[config.mk]
export PLATFORM = sky130hd
export DESIGN_NAME = echo_range_median_tone_select_top
export DESIGN_NICKNAME = d
export VERILOG_FILES = /design/src/rtl/erm_pkg.sv /design/src/rtl/erm_dist.sv /design/src/rtl/erm_cell.sv /design/src/rtl/echo_range_median_tone_select_top.sv
export SDC_FILE = /design/constraint.sdc
export NUM_CORES = 1
export LEC_CHECK = 0
export BUFFER_PORTS_ARGS = -buffer_cell sky130_fd_sc_hd__buf_2
export CAP_MARGIN = 20
export CORE_MARGIN = 10
export CORE_UTILIZATION = 46
export DETAILED_ROUTE_END_ITERATION = 7
export HOLD_SLACK_MARGIN = 0.03
export SLEW_MARGIN = 20
export SYNTH_ARGS = -nofsm -noshare
export SYNTH_HDL_FRONTEND = slang
export SYNTH_SLANG_ARGS = --single-unit
[constraint.sdc]
create_clock -name clk_i -period 10.7 [get_ports clk_i]
set_input_delay 3.21 -clock clk_i [delete_from_list [all_inputs] [get_ports clk_i]]
set_output_delay 3.21 -clock clk_i [all_outputs]
set_load 0.005 [all_outputs]
[src/rtl/erm_pkg.sv]
// Package with constants, types and tone tables for the echo ranging median block.
package erm_pkg;

  localparam int unsigned WindowSizeDef = 7;
  localparam int unsigned StampWidthDef = 16;

  localparam int unsigned DistW   = 9;
  localparam int unsigned PeriodW = 14;
  localparam int unsigned HighW   = 13;
  localparam int unsigned SelW    = 3;

  localparam logic [DistW-1:0] DistMin = 9'd2;
  localparam logic [DistW-1:0] DistMax = 9'd400;

  // An echo of at least 401 * 58 timer ticks clamps to the maximum distance.
  localparam logic [31:0] DeltaOver = 32'd23258;

  // Reciprocal of 58 scaled by 2^21, exact for every delta below DeltaOver.
  localparam int unsigned     RecipShift = 21;
  localparam logic [15:0]     RecipMul   = 16'd36158;
  localparam int unsigned     DeltaLowW  = 15;

  localparam logic [SelW-1:0] ToneCount = 3'd5;

  typedef struct packed {
    logic [DistW-1:0] value;
    logic             shift;
  } erm_link_t;

  function automatic logic [DistW-1:0] tone_dist(input logic [SelW-1:0] sel);
    logic [DistW-1:0] d;
    unique case (sel)
      3'd0:    d = 9'd5;
      3'd1:    d = 9'd20;
      3'd2:    d = 9'd50;
      3'd3:    d = 9'd90;
      3'd4:    d = 9'd200;
      default: d = '0;
    endcase
    return d;
  endfunction

  function automatic logic [PeriodW-1:0] tone_period(input logic [SelW-1:0] sel);
    logic [PeriodW-1:0] p;
    unique case (sel)
      3'd0:    p = 14'd333;
      3'd1:    p = 14'd500;
      3'd2:    p = 14'd1000;
      3'd3:    p = 14'd2000;
      3'd4:    p = 14'd10000;
      default: p = '0;
    endcase
    return p;
  endfunction

  function automatic logic [HighW-1:0] tone_high(input logic [SelW-1:0] sel);
    logic [HighW-1:0] h;
    unique case (sel)
      3'd0:    h = 13'd166;
      3'd1:    h = 13'd250;
      3'd2:    h = 13'd500;
      3'd3:    h = 13'd1000;
      3'd4:    h = 13'd5000;
      default: h = '0;
    endcase
    return h;
  endfunction

endpackage

[src/rtl/erm_dist.sv]
// Echo time to clamped centimetre distance through a reciprocal multiply.
module erm_dist #(
  parameter int unsigned StampWidth = erm_pkg::StampWidthDef
) (
  input  logic                       clk_i,
  input  logic                       en_i,
  input  logic [StampWidth-1:0]      delta_i,
  output logic [erm_pkg::DistW-1:0]  dist_o
);
  import erm_pkg::*;

  localparam int unsigned ProdW = DeltaLowW + 16;

  logic [31:0]          delta_ext;
  logic [DeltaLowW-1:0] delta_low;
  logic [ProdW-1:0]     prod;
  logic [DistW-1:0]     quot;
  logic [DistW-1:0]     dist_d, dist_q;

  assign delta_ext = 32'(delta_i);
  assign delta_low = delta_ext[DeltaLowW-1:0];
  assign prod      = ProdW'(delta_low) * ProdW'(RecipMul);
  assign quot      = prod[RecipShift +: DistW];

  always_comb begin
    if (delta_ext >= DeltaOver) begin
      dist_d = DistMax;
    end else if (quot < DistMin) begin
      dist_d = DistMin;
    end else begin
      dist_d = quot;
    end
  end

  always_ff @(posedge clk_i) begin
    if (en_i) begin
      dist_q <= dist_d;
    end
  end

  assign dist_o = dist_q;

endmodule

[src/rtl/erm_cell.sv]
// One cell of the sorted insertion chain holding a single window sample.
module erm_cell (
  input  logic                       clk_i,
  input  logic                       load_i,
  input  logic                       valid_i,
  input  logic [erm_pkg::DistW-1:0]  sample_i,
  input  erm_pkg::erm_link_t         left_i,
  output erm_pkg::erm_link_t         right_o,
  output logic [erm_pkg::DistW-1:0]  value_o
);
  import erm_pkg::*;

  logic [DistW-1:0] val_d, val_q;
  logic             shift;

  // An empty cell behaves as larger than any sample.
  assign shift = !valid_i || (sample_i < val_q);

  always_comb begin
    if (!shift) begin
      val_d = val_q;
    end else if (left_i.shift) begin
      val_d = left_i.value;
    end else begin
      val_d = sample_i;
    end
  end

  always_ff @(posedge clk_i) begin
    if (load_i) begin
      val_q <= val_d;
    end
  end

  assign right_o.value = val_q;
  assign right_o.shift = shift;
  assign value_o       = val_q;

endmodule

[src/rtl/echo_range_median_tone_select_top.sv]
// Top level of the echo ranging block with median-of-window filter and tone select.
//
// Input words carry one echo edge: s_axis_tuser is the edge kind (0 rising,
// 1 falling) and s_axis_tdata the captured timer stamp. A rising edge stores
// the start stamp. A falling edge converts the stamp difference to a clamped
// distance in centimetres and inserts it into a sorted chain of cells.
// When the window fills, one output word gives the median distance and the
// tone decision for the tone chosen through cfg_wdata_i.
// A falling edge passes through the delta, the reciprocal multiply and the
// insertion into the cell chain. The falling edge that fills the window
// then takes a median and tone lookup step that loads the output register.
// One edge is in work at a time: no new edge is taken until a falling edge
// has finished its steps and the block is idle again.
// The output word sits in a register, so a new edge is taken while the
// receiver stalls; only the lookup step waits for the register to empty.
// Reset clears the start stamp, the window fill count, the tone select and
// the output valid flag.
module echo_range_median_tone_select_top #(
  parameter int unsigned WindowSize = erm_pkg::WindowSizeDef,
  parameter int unsigned StampWidth = erm_pkg::StampWidthDef
) (
  input  logic                             clk_i,
  input  logic                             rst_ni,
  input  logic                             cfg_we_i,
  input  logic [erm_pkg::SelW-1:0]         cfg_wdata_i,
  input  logic                             s_axis_tvalid,
  output logic                             s_axis_tready,
  // capture_time
  input  logic [((StampWidth+7)/8)*8-1:0]  s_axis_tdata,
  // func
  input  logic                             s_axis_tuser,
  output logic                             m_axis_tvalid,
  input  logic                             m_axis_tready,
  // median_distance, tone_period, tone_high_time, zero fill
  output logic [39:0]                      m_axis_tdata,
  // tone_on
  output logic                             m_axis_tuser
);
  import erm_pkg::*;

  localparam int unsigned CntW  = (WindowSize > 1) ? $clog2(WindowSize) : 1;
  localparam int unsigned OutW  = DistW + PeriodW + HighW;
  localparam int unsigned PadW  = 40 - OutW;
  localparam int unsigned MedIx = WindowSize / 2;

  typedef enum logic [3:0] {
    ST_IDLE = 4'b0001,
    ST_CALC = 4'b0010,
    ST_INS  = 4'b0100,
    ST_EMIT = 4'b1000
  } state_e;

  state_e               state_d, state_q;
  logic [SelW-1:0]      sel_q;
  logic [StampWidth-1:0] start_q, delta_q, stamp;
  logic [CntW-1:0]      cnt_d, cnt_q;
  logic [DistW-1:0]     dist_cm;
  logic                 in_acc, out_free;
  logic                 ov_d, ov_q;
  logic [39:0]          od_d, od_q;
  logic                 ou_d, ou_q;
  logic [DistW-1:0]     med;
  logic                 tone_hit;

  erm_link_t            link [WindowSize+1];
  logic [DistW-1:0]     cell_val [WindowSize];

  assign stamp         = s_axis_tdata[StampWidth-1:0];
  assign s_axis_tready = (state_q == ST_IDLE);
  assign in_acc        = s_axis_tvalid && s_axis_tready;
  assign out_free      = !ov_q || m_axis_tready;

  erm_dist #(
    .StampWidth(StampWidth)
  ) u_dist (
    .clk_i  (clk_i),
    .en_i   (state_q == ST_CALC),
    .delta_i(delta_q),
    .dist_o (dist_cm)
  );

  assign link[0].value = '0;
  assign link[0].shift = 1'b0;

  for (genvar k = 0; k < WindowSize; k++) begin : g_cell
    erm_cell u_cell (
      .clk_i   (clk_i),
      .load_i  (state_q == ST_INS),
      .valid_i (cnt_q > CntW'(k)),
      .sample_i(dist_cm),
      .left_i  (link[k]),
      .right_o (link[k+1]),
      .value_o (cell_val[k])
    );
  end

  assign med      = cell_val[MedIx];
  assign tone_hit = (sel_q < ToneCount) && (med == tone_dist(sel_q));

  always_comb begin
    state_d = state_q;
    cnt_d   = cnt_q;
    ov_d    = ov_q && !m_axis_tready;
    od_d    = od_q;
    ou_d    = ou_q;
    unique case (state_q)
      ST_IDLE: begin
        if (in_acc && s_axis_tuser) begin
          state_d = ST_CALC;
        end
      end
      ST_CALC: begin
        state_d = ST_INS;
      end
      ST_INS: begin
        if (cnt_q == CntW'(WindowSize - 1)) begin
          state_d = ST_EMIT;
        end else begin
          cnt_d   = cnt_q + CntW'(1);
          state_d = ST_IDLE;
        end
      end
      ST_EMIT: begin
        if (out_free) begin
          cnt_d   = '0;
          ov_d    = 1'b1;
          ou_d    = tone_hit;
          od_d    = {PadW'(0),
                     tone_hit ? tone_high(sel_q) : HighW'(0),
                     tone_hit ? tone_period(sel_q) : PeriodW'(0),
                     med};
          state_d = ST_IDLE;
        end
      end
      default: begin
        state_d = ST_IDLE;
      end
    endcase
  end

  always_ff @(posedge clk_i or negedge rst_ni) begin
    if (!rst_ni) begin
      state_q <= ST_IDLE;
      sel_q   <= '0;
      start_q <= '0;
      cnt_q   <= '0;
      ov_q    <= 1'b0;
    end else begin
      state_q <= state_d;
      cnt_q   <= cnt_d;
      ov_q    <= ov_d;
      if (cfg_we_i) begin
        sel_q <= cfg_wdata_i;
      end
      if (in_acc && !s_axis_tuser) begin
        start_q <= stamp;
      end
    end
  end

  always_ff @(posedge clk_i) begin
    od_q <= od_d;
    ou_q <= ou_d;
    if (in_acc && s_axis_tuser) begin
      delta_q <= stamp - start_q;
    end
  end

  assign m_axis_tvalid = ov_q;
  assign m_axis_tdata  = od_q;
  assign m_axis_tuser  = ou_q;

endmodule
==> flow_metrics.py, run 1 <==
metrics = {
    "synthesis": {
        "syn_area_um2": 10600,
        "ys_types": 73,
        "synth_xor_area_share_pct": 3.48,
        "synth_warnings": 0,
        "ys_ff_latch": 109,
        "synthSimpleGateAreaFrac_pct": 8.69,
        "muxShareOfSynthArea_pct": 3.83,
        "synth_edf_count": 82,
        "postSynth.asyncResetShare_pct": 24.8,
        "yosysSeqAreaShare_pct": 29.7,
        "syn_inst": 989,
        "synth_adder_area_share_pct": 34.7,
        "synth_compound_area_share_pct": 10.5,
        "synth_top_family_by_area": "adder cells",
        "avgSynthCellArea_um2": 10.7,
        "synth-main-ff-cell": "edfxtp_1",
    },
    "layout": {
        "area_growth_pct": 7.31,
        "nets": 1309,
        "layout-drive-gt1-share_pct": 12.6,
        "antenna_cells": 0,
    },
    "timing": {
        "clock.fmax_ghz": 0.162,
        "slew_headroom_pct": 28.8,
        "setup_tns_ns": 0,
        "setup_viol_count_final": 0,
        "worstMarginPinSlew_ns": 1.07,
        "period_needed_ns": 6.16,
        "maxSlewViolCount": 0,
        "grt_setup_unrepaired": "false",
        "min_period_over_period_pct": 57.6,
        "hold_viol": 0,
        "worst_clock_skew_ns": 0.0130,
    },
    "placement": {
        "port_buffers": 57,
        "routabilityCongestion": 0.861,
        "dp_hpwl_um": 17100,
    },
    "clocking": {
        "holdBufCountCts": 0,
        "clockBufferDepth": 2,
        "clk_pin_slew_ns": 0.08,
        "insertion_delay_ns": 0.37,
        "clockRootBuffer": "clkbuf_16",
        "cts_sinks": 109,
        "cts_tree": "done",
        "cts_buffers": 9,
        "post-cts-setup-buffer-count": 0,
        "cts_resized": 0,
        "h-tree-depth": 3,
    },
    "drt": {
        "drt_iter0_drc": 277,
        "dr.pass1.iters": 4,
        "via_per_inst": 5.18,
        "post-route-drc-count": 0,
        "ant_nets": 0,
        "vias": 6870,
        "wl_per_cell_um": 15.7,
        "routed_wl_um": 20800,
    },
    "global_route": {
        "overflow": 0,
        "grt_pass1_wl_um": 35400,
        "grt_antenna_before_repair": 0,
        "grt_pass1_vias": 7257,
        "grt_max_degree": 28,
        "grt_use_total_pct": 15.0,
    },
    "hold_path": {
        "hold_path_class": "flop to flop",
    },
    "floorplan": {
        "die_w_um": 172,
        "row_count": 55,
        "die_y_um": 172,
        "design.portCount": 68,
        "design.core.area_um2": 22600,
        "dieArea_um2": 29400,
        "start_util_pct": 46.6,
    },
    "status": {
        "status": "finished, final reports clean",
    },
    "run": {
        "drv_cap": 0,
    },
    "critical_path": {
        "endpoint_kind": "flop",
        "start_kind": "flop",
        "path_class": "flop to flop",
        "cp_max_fo": 9,
        "crit_required_ns": 10.82,
        "cp.arrival_ns": 6.28,
    },
}
-- synth_stat cells, drive strengths merged (9+ instances only) --
library cell / n / share of area [%]
edfxtp: 82 / 23
dfrtp: 26 / 6.2
nor2: 44 / 1.7
ha: 176 / 21
buf: 29 / 2.1
xnor2: 24 / 2.0
mux2: 35 / 3.7
a21o: 26 / 1.8
o21a: 9 / 0.65
o21ai: 26 / 1.2
nor3: 19 / 0.90
xor2: 18 / 1.5
a211oi: 9 / 0.64
nand3: 32 / 1.5
a21oi: 34 / 1.6
nand2: 28 / 1.0
and2: 10 / 0.62
fa: 73 / 14
inv: 181 / 6.4
-- cell type report --
cell class,count,area (µm²)
flip-flops and latches,109,3140
clock buffers,9,225
clock inverters,7,97.6
repair buffers,61,315
inverters,182,683
multi-input cells,672,6510
fillers,2062,11300
well taps,285,357
-- kinds of logic (layout without fill, tap and decap cells) --
group | Yosys count | after routing
adder cells (fa/ha/maj) | 249 | 249
flip-flops | 109 | 109
AND/OR/NAND/NOR | 178 | 178
multiplexers | 36 | 36
XOR/XNOR | 42 | 42
AO/OA/AOI/OAI | 157 | 157
buffers and inverters | 217 | 259
other | 1 | 10
-- metrics by stage --
step / std cells / setup WS [ns] / util, % / instance area [µm²] / hold slack (ns)
CTS: 1325 / 4.51 / 50.0 / 11300 / 0.470
global route: 1325 / 4.28 / 50.0 / 11300 / 0.487
floorplan: 998 / 4.94 / - / 10600 / 0.426
finish: 1325 / 4.54 / 50.0 / 11300 / 0.471
detailed placement: 1309 / 4.51 / 48.6 / 11000 / 0.449
global placement: 1309 / 4.60 / 48.6 / 11000 / 0.443
-- flip-flops by register name, summed over array words and instances, names as in the netlist --
signal / flops
g_cell.u_cell.value_o: 36
m_axis_tdata: 20
delta_q: 16
start_q: 16
u_dist.dist_o: 9
state_q: 4
cnt_q: 3
sel_q: 3
m_axis_tuser: 1
m_axis_tvalid: 1
-- cells in the final DEF (no fill, tap or decap), types with 26 or more instances in the layout --
cell      count
inv_1       181
ha_1        176
edfxtp_1     82
fa_1         73
buf_2        57
nor2_1       42
mux2_2       35
a21oi_1      33
nand3_1      32
nand2_1      28
a21o_1       26
dfrtp_1      26
-- worst max-delay path, cell delays in order (launching register included) --
cell and delay [ns]:
edfxtp_1 0.57, fa_1 0.60, inv_1 0.05, fa_1 0.47, inv_1 0.05, fa_1 0.51
fa_1 0.44, fa_1 0.54, inv_1 0.05, fa_1 0.53, inv_1 0.04, ha_1 0.31
nand3_1 0.08, nor4_1 0.26, o211ai_1 0.17, a21oi_1 0.26, o21a_2 0.24, and2_4 0.16
o21a_1 0.13, o221ai_1 0.14, o31a_1 0.31
-- layer usage --
metal / wire (µm) / part of all wire, % / vias to the layer above / GRT usage (%)
met3: 687 / 3.3 / 24 / 2.04
met2: 10300 / 50 / 99 / 26.2
met5: 0 / 0 / - / 0
met4: 395 / 1.9 / 0 / 5.22
met1: 9410 / 45 / 3270 / 18.4
li1: - / - / 3477 / -
-- final timing paths --
| path | from | end | slack [ns] | depth (start not counted) |
|---|---|---|---|---|
| max reg2reg | delta_q[12]$_DFFE_PP_ | u_dist.dist_o[0]$_SDFFCE_PP0N_ | 4.54 | 20 |
| min | g_cell[3].u_cell.value_o[1]$_DFFE_PP_ | m_axis_tdata[1]$_DFFE_PP_ | 0.47 | 0 |
| min in group asynchronous | rst_ni | start_q[10]$_DFFE_PN0P_ | 2.89 | 1 |
| min reg2reg | g_cell[3].u_cell.value_o[1]$_DFFE_PP_ | m_axis_tdata[1]$_DFFE_PP_ | 0.47 | 0 |
| max in group asynchronous | rst_ni | state_q[2]$_DFFE_PN0P_ | 7.36 | 1 |
| max | delta_q[12]$_DFFE_PP_ | u_dist.dist_o[0]$_SDFFCE_PP0N_ | 4.54 | 20 |
Power of run 1 is not shown: default switching activity piles up to over one toggle a cycle in this logic, so the estimate is an artifact.
==> run 2, diff against run 1 <==
--- a/config.mk
+++ b/config.mk
@@ -11,6 +11,7 @@
 export CORE_UTILIZATION = 46
 export DETAILED_ROUTE_END_ITERATION = 7
 export HOLD_SLACK_MARGIN = 0.03
+export PLACE_DENSITY = 0.66
 export SLEW_MARGIN = 20
 export SYNTH_ARGS = -nofsm -noshare
 export SYNTH_HDL_FRONTEND = slang
==> constraint.sdc (replaced) <==
create_clock -name clk_i -period 5.3 [get_ports clk_i]
set_input_delay 1.59 -clock clk_i [delete_from_list [all_inputs] [get_ports clk_i]]
set_output_delay 1.59 -clock clk_i [all_outputs]
set_load 0.005 [all_outputs]
==> run 2 against run 1 <==
  * The flow now finishes with violations (negative setup slack)
  * First-iteration DRC count up 60%
  * Sequential share of layout area fell by 2.5 points
  * Via count is 6.5% higher
  * Critical path depth shrank 1
  * Critical endpoint is now u_dist.dist_o[7]$_SDFFCE_PP1N_
==> flow_metrics.py, run 2 (synthesized netlist as in run 1, its figures left out) <==
metrics = {
    "status": {
        "status": "finished, violations left",
        "violations": "negative setup slack",
    },
    "layout": {
        "final_common_cell": "inv_1",
        "nets": 1397,
        "largest_reg_flops": 36,
        "fill_cells": 1914,
        "layout-drive-gt1-share_pct": 24.8,
        "antenna_cells": 0,
        "area_growth_pct": 17.8,
        "fin_util_pct": 55.0,
        "layout_common_cells": "172 x inv_1, 153 x ha_1, 83 x buf_4, 82 x edfxtp_1, 70 x fa_1",
    },
    "hold_path": {
        "hold_path_class": "flop to flop",
    },
    "drt": {
        "via_per_inst": 5.18,
        "wl_met3_um": 944,
        "dr.pass1.iters": 5,
        "drt_iter0_drc": 444,
        "drt-met1-wl_um": 10500,
        "ant_nets": 0,
        "post-route-drc-count": 0,
        "highest_layer": "met4",
        "wl_per_cell_um": 15.8,
        "wl_met2_um": 10700,
        "vias": 7317,
        "routed_wl_um": 22400,
    },
    "critical_path": {
        "cp.arrival_ns": 5.78,
        "cp_max_fo": 5,
        "cpMostUsedCell": "fa_1",
        "cp_top_family": "adder cells",
        "endpoint_kind": "flop",
        "crit_buf_inv": 4,
        "critPathSlowestCell": "fa_2",
        "path_cells": "buf_6, fa_1, fa_2, ha_4, ha_4, fa_1, inv_2, fa_1, inv_1, ha_1, a222oi_1, nand3_1, o211ai_1, a21oi_2, o21a_2, and2_4, buf_6, or3_1, a21o_1",
        "path_class": "flop to flop",
        "start_kind": "flop",
        "critical_path.max_stage_delay_ns": 0.58,
        "crit_required_ns": 5.41,
    },
    "timing": {
        "worst_clock_skew_ns": 0.0105,
        "maxSlewViolCount": 0,
        "hold_viol": 0,
        "setup_viol_count_final": 7,
        "clock.fmax_ghz": 0.177,
        "grt_setup_unrepaired": "true",
        "slew_headroom_pct": 39.6,
        "worstMarginPinSlew_ns": 0.906,
        "period_needed_ns": 5.67,
        "layout_setup_ws_ns": -0.366,
        "min_period_over_period_pct": 107,
        "setup_tns_ns": -1.54,
    },
    "global_route": {
        "grt_use_total_pct": 15.4,
        "overflow": 0,
        "grt_max_degree": 28,
        "grt_antenna_before_repair": 0,
        "grt_pass1_wl_um": 36400,
        "grt_pass1_vias": 7438,
    },
    "floorplan": {
        "design.core.area_um2": 22600,
        "die_w_um": 172,
        "die_y_um": 172,
        "row_count": 55,
        "start_util_pct": 46.6,
        "design.portCount": 68,
        "dieArea_um2": 29400,
    },
    "clocking": {
        "cts_tree": "done",
        "holdBufCountCts": 0,
        "insertion_delay_ns": 0.35,
        "h-tree-depth": 3,
        "cts_sinks": 109,
        "clk_pin_slew_ns": 0.08,
        "clockBufferDepth": 2,
        "cts_buffers": 9,
        "clockRootBuffer": "clkbuf_16",
    },
    "placement": {
        "routabilityCongestion": 0.882,
        "port_buffers": 57,
        "dp_hpwl_um": 17800,
    },
    "run": {
        "drv_cap": 0,
    },
}
[run 2: changes by cell type in the layout (fill, tap and decap cells not counted), sizes merged]
cell and change:
inv -3, clkinv +3, clkinvlp +1, bufinv -1
buf +88
[run 2: worst register-to-register path, delay by kind of cell (launching register included)]
kind | cells | cell delay [ns]
buf+inv | 4 | 0.38
flops | 1 | 0.48
simple gates | 3 | 0.62
compound gates | 5 | 1.15
fa+ha+maj | 7 | 2.79
[run 2: worst paths after layout]
check                                                           start                              to  slack (ns)  cells after the start
worst max-delay path                             delta_q[6]$_DFFE_PP_  u_dist.dist_o[7]$_SDFFCE_PP1N_       -0.37                     19
worst min-delay path            g_cell[3].u_cell.value_o[1]$_DFFE_PP_       m_axis_tdata[1]$_DFFE_PP_        0.46                      0
worst max register to register                   delta_q[6]$_DFFE_PP_  u_dist.dist_o[7]$_SDFFCE_PP1N_       -0.37                     19
worst min register to register  g_cell[3].u_cell.value_o[1]$_DFFE_PP_       m_axis_tdata[1]$_DFFE_PP_        0.46                      0
max in group asynchronous                                      rst_ni         start_q[15]$_DFFE_PN0P_        3.56                      1
min in group asynchronous                                      rst_ni          start_q[0]$_DFFE_PN0P_        1.29                      1
[run 2: final cells by class]
cell class	instances	area, µm²	share of cell area, %
clock inverter	7	60.1	0.483
sequential	109	3140	25.2
tap	285	357	2.87
clock buffer	9	225	1.81
inverter	182	683	5.49
timing repair buffer	149	1010	8.12
multi-input combinational	672	6970	56.0
[run 2: per-stage QoR]
stage | cells | setup WS [ns] | instance area (µm²) | hold WS, ns
after floorplan | 998 | -0.204 | 10700 | 0.426
after global placement | 1380 | -0.430 | 11600 | 0.437
after detailed placement | 1380 | -0.492 | 11600 | 0.440
after CTS | 1408 | -0.287 | 12200 | 0.458
after global routing | 1413 | -0.613 | 12400 | 0.463
final | 1413 | -0.366 | 12400 | 0.456
[run 2: routing by layer]
metal  track usage, %  vias to the layer above
li1                 -                     3655
met1             19.7                     3495
met2             26.5                      147
met3             2.61                       20
met4             3.25                        0
met5                0                        -
[run 2: repair_timing]
| item | 4_1_cts | 5_1_grt |
|---|---|---|
| setup buffers | 12 | 6 |
| endpoints found under the setup margin | 8 | 9 |
| pin swaps | 25 | 22 |
| resized for setup | 30 | 42 |
Power of run 2 is left out for the same reason.
==> run 3, diff against run 2 <==
==> constraint.sdc (replaced) <==
create_clock -name clk_i -period 4.8 [get_ports clk_i]
set_input_delay 1.44 -clock clk_i [delete_from_list [all_inputs] [get_ports clk_i]]
set_output_delay 1.44 -clock clk_i [all_outputs]
set_load 0.005 [all_outputs]
==> run 3 against run 2 <==
  * The run still ends with negative setup slack left
  * Maximum frequency decreased by 0.73%
  * Critical path depth rose by 2
  * Die area is the same
  * Utilization increased by 0.77 points
  * Flip-flop and latch count unchanged
==> flow_metrics.py, run 3 (synthesized netlist as in run 1, its figures left out) <==
metrics = {
    "status": {
        "status": "finished, violations left",
        "violations": "negative setup slack",
    },
    "critical_path": {
        "reg2reg_slack_ns": -0.91,
        "crit_buf_inv": 5,
        "timing.rr.end": "u_dist.dist_o[0]$_SDFFCE_PP0N_",
        "cp_top_family": "adder cells",
        "endpoint_kind": "flop",
        "start_kind": "flop",
        "rr_worst_depth": 21,
        "path_cells": "buf_6, fa_1, inv_1, fa_1, inv_1, fa_1, fa_2, fa_1, inv_1, fa_1, inv_2, ha_4, nand3_2, nor4_2, o211ai_1, a21oi_2, o21a_2, and2_4, o21a_1, o221ai_2, o31a_1",
        "cp-endpoint": "u_dist.dist_o[0]$_SDFFCE_PP0N_",
        "path_class": "flop to flop",
        "crit_required_ns": 4.92,
        "critical_path.max_stage_delay_ns": 0.53,
        "cp.arrival_ns": 5.83,
        "startpoint": "delta_q[12]$_DFFE_PP_",
        "r2r-start": "delta_q[12]$_DFFE_PP_",
        "critPathSlowestCell": "fa_1",
        "cp_max_fo": 5,
        "cpMostUsedCell": "fa_1",
        "cp_num_cells": 21,
    },
    "floorplan": {
        "design.portCount": 68,
        "die_w_um": 172,
        "design.core.area_um2": 22600,
        "row_count": 55,
        "die_y_um": 172,
        "start_util_pct": 46.6,
        "dieArea_um2": 29400,
    },
    "drt": {
        "routed_wl_um": 22400,
        "ant_nets": 0,
        "drt_iter0_drc": 380,
        "wl_per_cell_um": 15.6,
        "highest_layer": "met4",
        "wl_met2_um": 11900,
        "via_per_inst": 5.18,
        "post-route-drc-count": 0,
        "dr.pass1.iters": 5,
        "vias": 7442,
        "drt-met1-wl_um": 9390,
        "wl_met3_um": 572,
    },
    "clocking": {
        "cts_buffers": 9,
        "cts_sinks": 109,
        "insertion_delay_ns": 0.37,
        "h-tree-depth": 3,
        "clockRootBuffer": "clkbuf_16",
        "clockBufferDepth": 2,
        "clk_pin_slew_ns": 0.08,
        "cts_tree": "done",
    },
    "placement": {
        "port_buffers": 57,
        "pre_cts_slack_ns": -1.03,
        "dp_hpwl_um": 18100,
        "routabilityCongestion": 0.916,
    },
    "timing": {
        "worst_clock_skew_ns": 0.00965,
        "layout_setup_ws_ns": -0.907,
        "grt_setup_unrepaired": "true",
        "worstMarginPinSlew_ns": 0.937,
        "clock.fmax_ghz": 0.175,
        "min_period_over_period_pct": 119,
        "hold_viol": 0,
        "setup_tns_ns": -6.00,
        "setup_viol_count_final": 9,
        "slew_headroom_pct": 36.7,
        "maxSlewViolCount": 0,
        "period_needed_ns": 5.71,
        "hold_slack_ns": 0.479,
    },
    "global_route": {
        "grt_pass1_wl_um": 36400,
        "overflow": 0,
        "grt_use_total_pct": 15.2,
        "grt_antenna_before_repair": 0,
        "grt_max_degree": 28,
        "grt_pass1_vias": 7579,
    },
    "run": {
        "drv_cap": 0,
    },
    "layout": {
        "layout-drive-gt1-share_pct": 26.8,
        "nets": 1421,
        "seqCellArea_um2": 3140,
        "layout_common_cells": "170 x inv_1, 149 x ha_1, 106 x buf_4, 82 x edfxtp_1, 69 x fa_1",
        "area_growth_pct": 19.5,
        "fill_cells": 1917,
        "multiInputGateArea_um2": 6950,
        "largest_reg_flops": 36,
        "final_common_cell": "inv_1",
        "antenna_cells": 0,
    },
    "hold_path": {
        "hold_path_class": "flop to flop",
    },
}
[run 3: how the worst min path moves through the flow]
stage / start / endpoint / slack, ns / cells past startpoint
after global routing: g_cell[3].u_cell.value_o[1]$_DFFE_PP_ / m_axis_tdata[1]$_DFFE_PP_ / 0.50 / 0
after floorplan: g_cell[3].u_cell.value_o[1]$_DFFE_PP_ / m_axis_tdata[1]$_DFFE_PP_ / 0.43 / 0
final: g_cell[3].u_cell.value_o[1]$_DFFE_PP_ / m_axis_tdata[1]$_DFFE_PP_ / 0.48 / 0
after global placement: g_cell[3].u_cell.value_o[1]$_DFFE_PP_ / m_axis_tdata[1]$_DFFE_PP_ / 0.45 / 0
after CTS: g_cell[3].u_cell.value_o[1]$_DFFE_PP_ / m_axis_tdata[1]$_DFFE_PP_ / 0.48 / 0
after detailed placement: g_cell[3].u_cell.value_o[1]$_DFFE_PP_ / m_axis_tdata[1]$_DFFE_PP_ / 0.46 / 0
[run 3: stage by stage]
stage,cells,util (%),area [µm²]
after global routing,1437,55.7,12600
after detailed placement,1401,52.4,11900
after floorplan,998,-,10800
final,1437,55.7,12600
after CTS,1429,54.8,12400
after global placement,1401,52.4,11900
[run 3: cell type report]
type | count | share of cell area [%]
clock buffers | 9 | 1.79
clock inverters | 7 | 0.575
repair buffers | 173 | 9.42
inverters | 182 | 5.42
flip-flops and latches | 109 | 24.9
multi-input cells | 672 | 55.1
well taps | 285 | 2.83
[run 3: layer usage]
layer | vias to the layer above | global-route usage, %
met4 | 0 | 4.20
met3 | 35 | 2.59
li1 | 3703 | -
met2 | 95 | 27.9
met1 | 3609 | 17.8
met5 | - | 0
[run 3: what timing repair did]
item / in CTS / in global routing
endpoints found under the setup margin: 9 / 9
cloned: 0 / 1
pin swaps: 22 / 35
setup buffers: 12 / 8
resized for setup: 28 / 28
hold buffers: 0 / 0
endpoints found under the hold margin: 0 / 0
Power of run 3 is left out for the same reason.
